[src/design/lue_ram.sv]
`timescale 1ns / 1ps

module lue_ram #(
    parameter int WIDTH = 8,
    parameter int DEPTH = 16
) (
    input  logic                     clk,
    input  logic                     we,
    input  logic [$clog2(DEPTH)-1:0] waddr,
    input  logic [WIDTH-1:0]         wdata,
    input  logic                     re,
    input  logic [$clog2(DEPTH)-1:0] raddr,
    output logic [WIDTH-1:0]         rdata
);

    logic [WIDTH-1:0] mem [DEPTH];

    // write port
    always_ff @(posedge clk)
    begin
        if (we)
        begin
            mem[waddr] <= wdata;
        end
    end

    // registered read port, holds data while idle
    always_ff @(posedge clk)
    begin
        if (re)
        begin
            rdata <= mem[raddr];
        end
    end

endmodule

[config.mk]
export PLATFORM = sky130hd
export DESIGN_NAME = lue_ram
export DESIGN_NICKNAME = d
export VERILOG_FILES = /design/src/design/lue_ram.sv
export SDC_FILE = /design/constraint.sdc
export NUM_CORES = 1
export LEC_CHECK = 0
export ABC_AREA = 1
export BUFFER_PORTS_ARGS = -buffer_cell sky130_fd_sc_hd__buf_2
export CAP_MARGIN = 5
export CORE_MARGIN = 5
export CORE_UTILIZATION = 56
export DETAILED_ROUTE_END_ITERATION = 7
export GPL_ROUTABILITY_DRIVEN = 0
export PLACE_DENSITY = 0.74
export SLEW_MARGIN = 20
export SYNTH_ARGS = -nofsm -noshare
export SYNTH_HDL_FRONTEND = slang
export SYNTH_SLANG_ARGS = --single-unit
[constraint.sdc]
create_clock -name clk -period 1.25 [get_ports clk]
set_input_delay 0.0625 -clock clk [delete_from_list [all_inputs] [get_ports clk]]
set_output_delay 0.0625 -clock clk [all_outputs]
set_load 0.01 [all_outputs]
# After elaboration in Yosys (flattened, before gate mapping)
# Memory sizes are Yosys's and may differ from the RTL's. A register that Yosys moved wholly into a read port is not among the register bits.
# Index checks and enable logic that the tools add are counted.
classes:
  muxes: 2
ops:
  columns: ["op", "count"]
  rows:
  - ["$mux 1", 2]
word_totals:
  n_memories: 1
  in_bits: 19
  ram_bits: 128
  wordCells: 3
  register_bits: 0
mem_list:
  columns: ["memory", "depth", "width", "rd", "rd_clocked_by_memory_dff", "write_ports", "line_no", "rtl"]
  rows:
  - ["mem", 16, 8, 1, 1, 1, "16", "logic [WIDTH-1:0] mem [DEPTH];"]

# Longest topological paths before layout
# Gate-level depths: netlist (run 1).
depth:
  word_depth: 2
  mapped_depth: 8
  ltp_nobuf: 7

# Worst setup path after synthesis (run 1)
# Ideal clock, no wire load.
synth_timing:
  path_kind: "input to register"
  start: "input waddr[2]"
  end: "memory mem[10][0], enable pin"
  setup_ps: 370
  n_path_buf: 0
  setup_slack_ps: 237
  path_stages: 2
  arrival_time_ps: 643
  path_cell_list: "nand3b_1 > nor2_1"
synth_rtl:
  columns: ["element", "line_no", "rtl"]
  rows:
  - ["start: declaration", "9", "input logic [$clog2(DEPTH)-1:0] waddr,"]
  - ["end: declaration", "16", null]
# Straight into the memory's write port.

==> results of run 1 <==
registers in the layout, summed over array words and instances (netlist names):
name,cells
mem,128
rdata,8
layout make-up:
class | instances | area [um^2] | share of cell area, %
Sequential cell | 136 | 4080 | 59.8
Timing Repair Buffer | 60 | 445 | 6.53
Clock buffer | 18 | 418 | 6.12
Clock inverter | 12 | 111 | 1.63
Tap cell | 136 | 170 | 2.49
Multi-Input combinational cell | 289 | 1210 | 17.8
Inverter | 102 | 383 | 5.61
where the power goes:
part	leakage [nW]	switching (W)	internal (W)
Clock	0.258	0.00172	0.00277
Combinational	1.48	0.000449	0.000213
Sequential	1.24	0.0000291	0.00514
per-layer routing:
metal / vias to the layer above / track usage, %
met5: - / 0
met4: 0 / 7.77
met2: 206 / 33.8
met1: 1801 / 30.9
met3: 18 / 6.63
li1: 1887 / -
what timing repair did:
| item | 4_1_cts | 5_1_grt |
|---|---|---|
| hold buffers | 9 | 0 |
| resized for setup | 0 | 0 |
| endpoints found under the setup margin | 0 | 0 |
| endpoints found under the hold margin | 136 | 0 |
how the worst min path moves through the flow:
stage,startpoint,end,slack [ps],depth (start not counted)
3_3_place_gp,re,rdata[3],440,1
3_5_place_dp,re,rdata[3],440,1
6_report,raddr[3],rdata[5],80,4
4_1_cts,raddr[3],rdata[5],70,4
5_1_grt,raddr[3],rdata[5],100,4
2_1_floorplan,wdata[0],mem[0][0],160,0
layout by cell type, fill, tap and decap left out:
cell | synthesis | routed
clkinv_1 | 0 | 3
nand2_1 | 173 | 173
bufinv_16 | 0 | 2
buf_2 | 13 | 26
clkbuf_8 | 0 | 1
clkbuf_1 | 0 | 1
inv_1 | 100 | 100
nand3b_1 | 2 | 2
buf_4 | 4 | 22
nand3_1 | 97 | 97
buf_12 | 0 | 3
dlygate4sd3_1 | 0 | 9
clkinvlp_4 | 0 | 2
inv_2 | 2 | 2
clkbuf_16 | 0 | 16
nor2_1 | 17 | 17
clkinv_2 | 0 | 5
edfxtp_1 | 136 | 136
worst max-delay path, stage by stage (launching register included):
cell and delay (ps):
edfxtp_1 360, inv_1 60, nand2_1 40, nand3_1 120, nand3_1 110, nand3_1 150
nand2_1 70
kinds of logic after synthesis:
logic type / count (synthesis) / synth area share, %
flip-flops: 136 / 69.8
buffers and inverters: 126 / 9.39
AND/OR/NAND/NOR: 289 / 20.8
stage by stage:
| step | setup slack (ps) | cells |
|---|---|---|
| after detailed placement | -54.8 | 714 |
| final | 87.0 | 753 |
| after floorplan | 237 | 551 |
| after global placement | -42.0 | 714 |
| after global routing | 15.6 | 753 |
| after CTS | 71.0 | 753 |
==> reports/qor.csv, run 1 <==
stage;metric;value;unit
final_layout;post-route cell area;6830;um^2
critical_path;CP Max Fanout;1;
synth;synth top area cells;edfxtp_1 70%, nand2_1 11%, nand3_1 8.3%;
routing;Routed WL;13100;um
place;IO buf count;26;
synth;Ys Warns;0;
critical_path;critical path type;flop to flop;
final_layout;filler cell count;794;
routing;Routed WL per cell;17.4;um
final_layout;layout cells sized above 1;12.8;%
power;worst vdd ir;1.03;mV
die;initial core utilization;56.9;%
timing;Slew headroom;59.9;%
power;Power Density;1510;nW/um^2
timing;fmax;860;MHz
clock_network;Num CTS Buffers;17;
grt;GRT Resource Usage Total;22.3;%
critical_path;reg2reg end;rdata[6];
routing;post-route ant nets;0;
job;max-cap violations;0;
timing;Hold WS;82.6;ps
routing;DR vias;3912;
synth;Post-Syn Area per Cell;10.6;um^2
die;Die ar.;12600;um^2
power;total power;0.0103;W
timing;min cycle time layout;1160;ps
clock_network;Root Buffer;clkbuf_8;
synth;top_reg_cell synth;edfxtp_1;
clock_network;Max clock buf depth;2;
timing;setup TNS;0;ps
routing;met2 routed WL;6170;um
clock_network;CTS Sinks;136;
critical_path;worst reg2reg startpoint;mem[13][6];
grt;first-pass GRT wire length;21100;um
critical_path;worst r2r path cells;6;
routing;# DRC;0;
synth;Mapped Nets;570;
critical_path;crit path capture type;flop;
synth;post-synthesis cell count;551;
place;DPL Wire Length;8040;um
power;Lkg Pwr;2.97;nW
grt;initial antenna violation count;0;
critical_path;CP required;1520;ps
clock_network;CTS tree;yes;
synth;Yosys reg bits;136;
grt;largest net degree at the start of global routing;49;
min_path;hold crit path type;input port to flop;
clock_network;H-Tree Level Count;4;
synth;Synth area leader;edfxtp_1;
timing;RSZ-0062 raised after global routing;no;
routing;initial DRC count;415;
routing;DR pass1 iterations;5;
timing;fin. max-slew vios;0;
timing;Slew @ Worst Pin;600;ps
timing;endpoints failing hold;0;
die;die width;112;um
synth;Async S/R FF share, synth;0;%
critical_path;Critical Path AT;1430;ps
die;Die Y;112;um
final_layout;ANT cells;0;
die;num ports;27;
critical_path;Setup crit start kind;flop;
clock_network;Worst-path clk slew;60;ps
die;core box area;10300;um^2
timing;period utilization;93.0;%
critical_path;flop-to-flop setup slack;90;ps
synth;Yosys top cell area share;69.8;%
grt;vias in the first global route;3850;
timing;Final setup violation count;0;
outcome;outcome;complete, no violations;
synth;post-synthesis sequential area ratio;69.8;%
critical_path;CP endpoint;rdata[6];
synth;Mapped Area;5850;um^2
grt;grt ovf;0;
final_layout;nets;625;
final_layout;Util after Layout;66.4;%
routing;Vias/cell;5.20;
timing;clk_skew;5.05;ps
routing;Met3 Wirelength;1190;um
synth;Cell variety after synth;11;
synth;count leader, synth;nand2_1;
synth;Synth top cells by count;173 x nand2_1, 136 x edfxtp_1, 100 x inv_1;
routing;DR top layer;met4;
die;row count;37;
critical_path;CP startpoint;mem[13][6];
clock_network;Worst-Skew Late Latency;520;ps
routing;met1 wire length;5520;um
clock_network;Setup Buffers After CTS;0;
final_layout;Syn-to-layout area delta;16.7;%
synth;number of synthesized flops with an enable pin;136;
place;Placement Cell Area;6210;um^2
Note: power is estimated with default switching activity, not from simulation.
==> run 2, diff against run 1 <==
--- a/config.mk
+++ b/config.mk
@@ -6,13 +6,13 @@
 export NUM_CORES = 1
 export LEC_CHECK = 0
 export ABC_AREA = 1
-export BUFFER_PORTS_ARGS = -buffer_cell sky130_fd_sc_hd__buf_2
 export CAP_MARGIN = 5
 export CORE_MARGIN = 5
 export CORE_UTILIZATION = 56
 export DETAILED_ROUTE_END_ITERATION = 7
+export DONT_BUFFER_PORTS = 1
 export GPL_ROUTABILITY_DRIVEN = 0
-export PLACE_DENSITY = 0.74
+export PLACE_DENSITY = 0.71
 export SLEW_MARGIN = 20
 export SYNTH_ARGS = -nofsm -noshare
 export SYNTH_HDL_FRONTEND = slang
==> reports/qor.csv, run 2 (synthesis results as in run 1) <==
stage;metric;value;unit
outcome;outcome;finished, violations left;
outcome;violated checks;hold timing, setup timing;
critical_path;crit-path cells;dlygate4sd3_1 -> nand3_1 -> nand3_1 -> nand3_1 -> nand2_1;
timing;Final setup violation count;4;
routing;DR pass1 iterations;7;
critical_path;Critical Path AT;1720;ps
final_layout;nets;599;
place;IO buf count;0;
timing;Slew headroom;42.2;%
critical_path;Most common cell on crit path;nand3_1;
grt;initial antenna violation count;1;
final_layout;non-filler cells, final;730;
routing;post-route ant nets;0;
clock_network;Num CTS Buffers;17;
min_path;Hold Path Stages;4;
grt;first-pass GRT wire length;21200;um
timing;clk_skew;4.89;ps
place;Placement Cell Area;6030;um^2
final_layout;filler cell count;773;
timing;fmax;754;MHz
timing;fin. max-slew vios;0;
final_layout;most frequent cells in the layout;173 x nand2_1, 136 x edfxtp_1, 100 x inv_1;
grt;largest net degree at the start of global routing;66;
die;die width;112;um
critical_path;worst path bufs/invs;1;
die;initial core utilization;56.9;%
place;DPL Wire Length;7790;um
place;pre-CTS setup slack;110;ps
routing;# DRC;0;
grt;GRT Resource Usage Total;22.4;%
critical_path;WP depth;5;
final_layout;Biggest register;mem;
grt;vias in the first global route;3859;
clock_network;Max clock buf depth;2;
timing;setup TNS;-92.3;ps
critical_path;crit path capture type;flop;
final_layout;post-route cell area;6790;um^2
die;Die Y;112;um
timing;Slew @ Worst Pin;864;ps
power;worst vdd ir;0.857;mV
power;Power Density;1590;nW/um^2
clock_network;H-Tree Level Count;4;
routing;DR vias;3973;
clock_network;CTS tree;yes;
critical_path;critical path type;input port to flop;
critical_path;CP required;1650;ps
critical_path;CP Max Fanout;19;
die;core box area;10300;um^2
routing;Routed WL;13700;um
power;Lkg Pwr;2.91;nW
clock_network;Worst-Skew Late Latency;530;ps
final_layout;Largest regs;mem (128), rdata (8);
routing;Routed WL per cell;18.7;um
routing;Vias/cell;5.44;
final_layout;Syn-to-layout area delta;16.0;%
die;row count;37;
place;Inst Count DP;684;
final_layout;max reg flops;128;
die;Die ar.;12600;um^2
die;num ports;27;
clock_network;Setup Buffers After CTS;0;
timing;min cycle time layout;1330;ps
final_layout;layout cells sized above 1;9.11;%
critical_path;Worst path max stage delay;1110;ps
min_path;hold crit path type;input port to flop;
critical_path;Setup crit start kind;input port;
timing;Final WS setup;-77.1;ps
timing;endpoints failing hold;3;
final_layout;most common cell after layout, fill and taps aside;nand2_1;
timing;Hold WS;-26.8;ps
critical_path;worst r2r path cells;6;
grt;grt ovf;0;
clock_network;CTS Sinks;136;
routing;initial DRC count;431;
critical_path;Top delay family on crit path;buffers and inverters;
timing;period utilization;106;%
critical_path;crit path max-delay cell type;dlygate4sd3_1;
clock_network;Worst-path clk slew;60;ps
job;max-cap violations;0;
critical_path;flop-to-flop setup slack;70;ps
clock_network;Root Buffer;clkbuf_8;
-- run 2: changes by cell type in the layout (fill, tap and decap cells not counted), moves of 2 or more --
cell / previous run / this run
clkinv_2: 5 / 2
dlymetal6s4s_1: 0 / 2
buf_2: 26 / 0
clkinv_4: 0 / 2
nand3_2: 0 / 3
buf_4: 22 / 19
bufinv_16: 2 / 4
dlygate4sd3_1: 9 / 11
nand3_1: 97 / 94
-- run 2: worst paths after layout --
path               to       start
max          rdata[5]    raddr[1]
min          rdata[1]    raddr[1]
max reg2reg  rdata[0]  mem[12][0]
min reg2reg  rdata[4]   mem[2][4]
-- run 2: layout make-up --
| class | count | area, um^2 | share of cell area [%] |
|---|---|---|---|
| sequential | 136 | 4080 | 60.2 |
| multi-input combinational | 289 | 1230 | 18.1 |
| clock buffer | 18 | 418 | 6.16 |
| inverter | 102 | 383 | 5.64 |
| timing repair buffer | 34 | 318 | 4.68 |
| clock inverter | 14 | 181 | 2.67 |
| tap | 136 | 170 | 2.51 |
| antenna | 1 | 2.50 | 0.0369 |
-- run 2: what timing repair did --
action | in CTS | in global routing
hold buffers | 11 | 2
endpoints found under the hold margin | 144 | 8
setup endpoints to repair | 0 | 2
resized for setup | 0 | 5
-- run 2: tightest hold or removal path, stage by stage --
cell and delay [ps]:
nand3_1 60, nand3_1 90, nand3_1 80, nand2_1 90
-- run 2: metal layers --
metal / vias to the layer above / part of all wire, % / GRT usage, % / routed length (um)
li1: 1844 / - / - / -
met1: 1890 / 42 / 32.1 / 5790
met2: 206 / 46 / 33.5 / 6330
met3: 33 / 8.9 / 6.15 / 1210
met4: 0 / 2.5 / 7.69 / 336
met5: - / 0 / 0 / 0
-- run 2: report_power, final --
group / internal [W] / switching (W)
Sequential: 0.00514 / 0.0000465
Combinational: 0.000179 / 0.000394
Clock: 0.00321 / 0.00181
-- run 2: through the flow --
step                      util (%)  total power [W]
after detailed placement      58.7          0.00570
after global placement        58.7          0.00569
after CTS                     65.6           0.0108
after global routing          66.0           0.0111
after floorplan                  -          0.00563
final                         66.0           0.0108
==> run 3, diff against run 2 <==
--- a/config.mk
+++ b/config.mk
@@ -5,7 +5,6 @@
 export SDC_FILE = /design/constraint.sdc
 export NUM_CORES = 1
 export LEC_CHECK = 0
-export ABC_AREA = 1
 export CAP_MARGIN = 5
 export CORE_MARGIN = 5
 export CORE_UTILIZATION = 56
==> reports/qor.csv, run 3 <==
stage;metric;value;unit
timing;Final setup violation count;8;
critical_path;Critical Path AT;1690;ps
critical_path;critical path type;flop to flop;
synth;synth top area cells;edfxtp_1 78%, mux4_2 7.8%, mux4_1 7.0%;
clock_network;Root Buffer;clkbuf_8;
timing;Final WS setup;-179;ps
outcome;outcome;finished, violations left;
routing;Routed WL;9480;um
min_path;Hold Path Stages;3;
synth;Yosys reg bits;136;
grt;first-pass GRT wire length;14900;um
synth;Mapped Nets;248;
final_layout;most frequent cells in the layout;136 x edfxtp_1, 32 x mux4_2, 16 x clkbuf_16, 16 x buf_4, 13 x nor2_1;
critical_path;crit path capture type;flop;
final_layout;layout cells sized above 1;31.2;%
routing;Vias/cell;6.10;
timing;RSZ-0062 raised after global routing;yes;
timing;Slew @ Worst Pin;858;ps
synth;Async S/R FF share, synth;0;%
final_layout;most common cell after layout, fill and taps aside;edfxtp_1;
min_path;hold crit path type;input port to flop;
clock_network;Max clock buf depth;2;
synth;post-synthesis cell count;229;
routing;post-route ant nets;0;
timing;period utilization;114;%
die;Die Y;107;um
critical_path;CP required;1510;ps
final_layout;Util after Layout;65.6;%
clock_network;CTS tree;yes;
final_layout;Syn-to-layout area delta;14.9;%
routing;DR vias;2359;
synth;count leader, synth;edfxtp_1;
critical_path;worst r2r path cells;3;
power;Lkg Pwr;1.91;nW
place;DPL Wire Length;5590;um
clock_network;Worst-path clk slew;60;ps
die;row count;35;
clock_network;Worst-Skew Late Latency;510;ps
die;initial core utilization;57.1;%
routing;DR pass1 iterations;4;
power;Power Density;1600;nW/um^2
grt;vias in the first global route;2493;
final_layout;filler cell count;607;
synth;top_reg_cell synth;edfxtp_1;
job;max-cap violations;0;
timing;min cycle time layout;1430;ps
clock_network;CTS Sinks;136;
clock_network;Setup Buffers After CTS;0;
die;die width;107;um
final_layout;ANT cells;0;
place;IO buf count;0;
synth;Ys Warns;0;
synth;Cell variety after synth;18;
critical_path;CP Max Fanout;1;
power;worst vdd ir;0.871;mV
final_layout;Biggest register;mem;
routing;# DRC;0;
power;total power;0.00962;W
grt;initial antenna violation count;0;
final_layout;max reg flops;128;
die;core box area;9150;um^2
clock_network;Hold Buf Count CTS;11;
outcome;violated checks;hold timing, setup timing;
die;num ports;27;
routing;Routed WL per cell;24.5;um
grt;largest net degree at the start of global routing;33;
clock_network;Num CTS Buffers;17;
timing;fin. max-slew vios;0;
synth;number of synthesized flops with an enable pin;136;
synth;post-synthesis sequential area ratio;78.1;%
synth;Yosys top cell area share;78.1;%
timing;Slew headroom;42.7;%
timing;clk_skew;6.87;ps
grt;grt ovf;0;
final_layout;nets;284;
synth;Mapped Area;5230;um^2
timing;fmax;700;MHz
synth;Synth top cells by count;136 x edfxtp_1, 18 x mux4_2, 16 x a22oi_1;
timing;endpoints failing hold;8;
final_layout;Largest regs;mem (128), rdata (8);
routing;initial DRC count;218;
critical_path;Setup crit start kind;flop;
timing;Hold WS;-47.3;ps
die;Die ar.;11400;um^2
synth;Synth area leader;edfxtp_1;
grt;GRT Resource Usage Total;18.9;%
synth;Post-Syn Area per Cell;22.8;um^2
clock_network;H-Tree Level Count;4;
## run 3: changes by cell type after synthesis, moves of 4 or more
cell	delta
a22oi_1	+16
nor2_1	-4
buf_2	-10
nand3_1	-96
inv_1	-100
nor3_1	+4
mux4_2	+18
mux4_1	+14
nand2_1	-164
## run 3: repair_timing
| action | CTS | global route |
|---|---|---|
| pin swaps | 0 | 2 |
| endpoints found under the setup margin | 8 | 8 |
| endpoints found under the hold margin | 176 | 7 |
| gates resized for setup | 8 | 2 |
## run 3: cell families (layout without fill, tap and decap cells)
family                 Yosys count  count (layout)  share of synthesized area, %
AOI/OAI and AO/OA               16              16                          2.30
buffers and inverters           10              57                          1.65
DFF                            136             136                          78.1
muxes                           32              32                          14.8
and+or+nand+nor                 35              35                          3.14
## run 3: worst max-delay path: stages (launching register included)
cell and delay, ps:
edfxtp_1 370, mux4_2 530, a22oi_2 210, nand2_1 70
## run 3: layout make-up
cell class                      count  area, um^2  share of cell area [%]
Multi-Input combinational cell     83        1070                    17.8
Tap cell                          111         139                    2.31
Sequential cell                   136        4080                    68.0
Clock inverter                     12        63.8                    1.06
Timing Repair Buffer               27         230                    3.83
Clock buffer                       18         418                    6.96
## run 3: final timing paths
kind,from,to,slack [ps]
worst max-delay path,mem[6][0],rdata[0],-180
worst min register to register,mem[11][0],rdata[0],770
worst max register to register,mem[6][0],rdata[0],-180
worst min-delay path,raddr[1],rdata[0],-50
## run 3: metal layers
metal	share of wire (%)	up-vias	global-route usage [%]
met4	1.6	0	7.40
met3	8.5	12	5.48
met5	0	-	0
met1	42	1206	27.2
met2	48	101	27.7
li1	-	1040	-
## run 3: where the power goes
group,switching (W),total [W],internal [W]
Sequential,0.0000371,0.00518,0.00514
Combinational,0.000213,0.000406,0.000194
Clock,0.00168,0.00403,0.00235
## run 3: stage by stage
step	worst slack, ps	cell area, um^2	std cells	TNS [ps]
3_5_place_dp	-284	5360	346	-1710
4_1_cts	-192	5990	387	-1280
6_report	-179	6000	387	-1190
2_1_floorplan	-78.6	5220	229	-2510
3_3_place_gp	-252	5360	346	-1540
5_1_grt	-232	6000	387	-1610
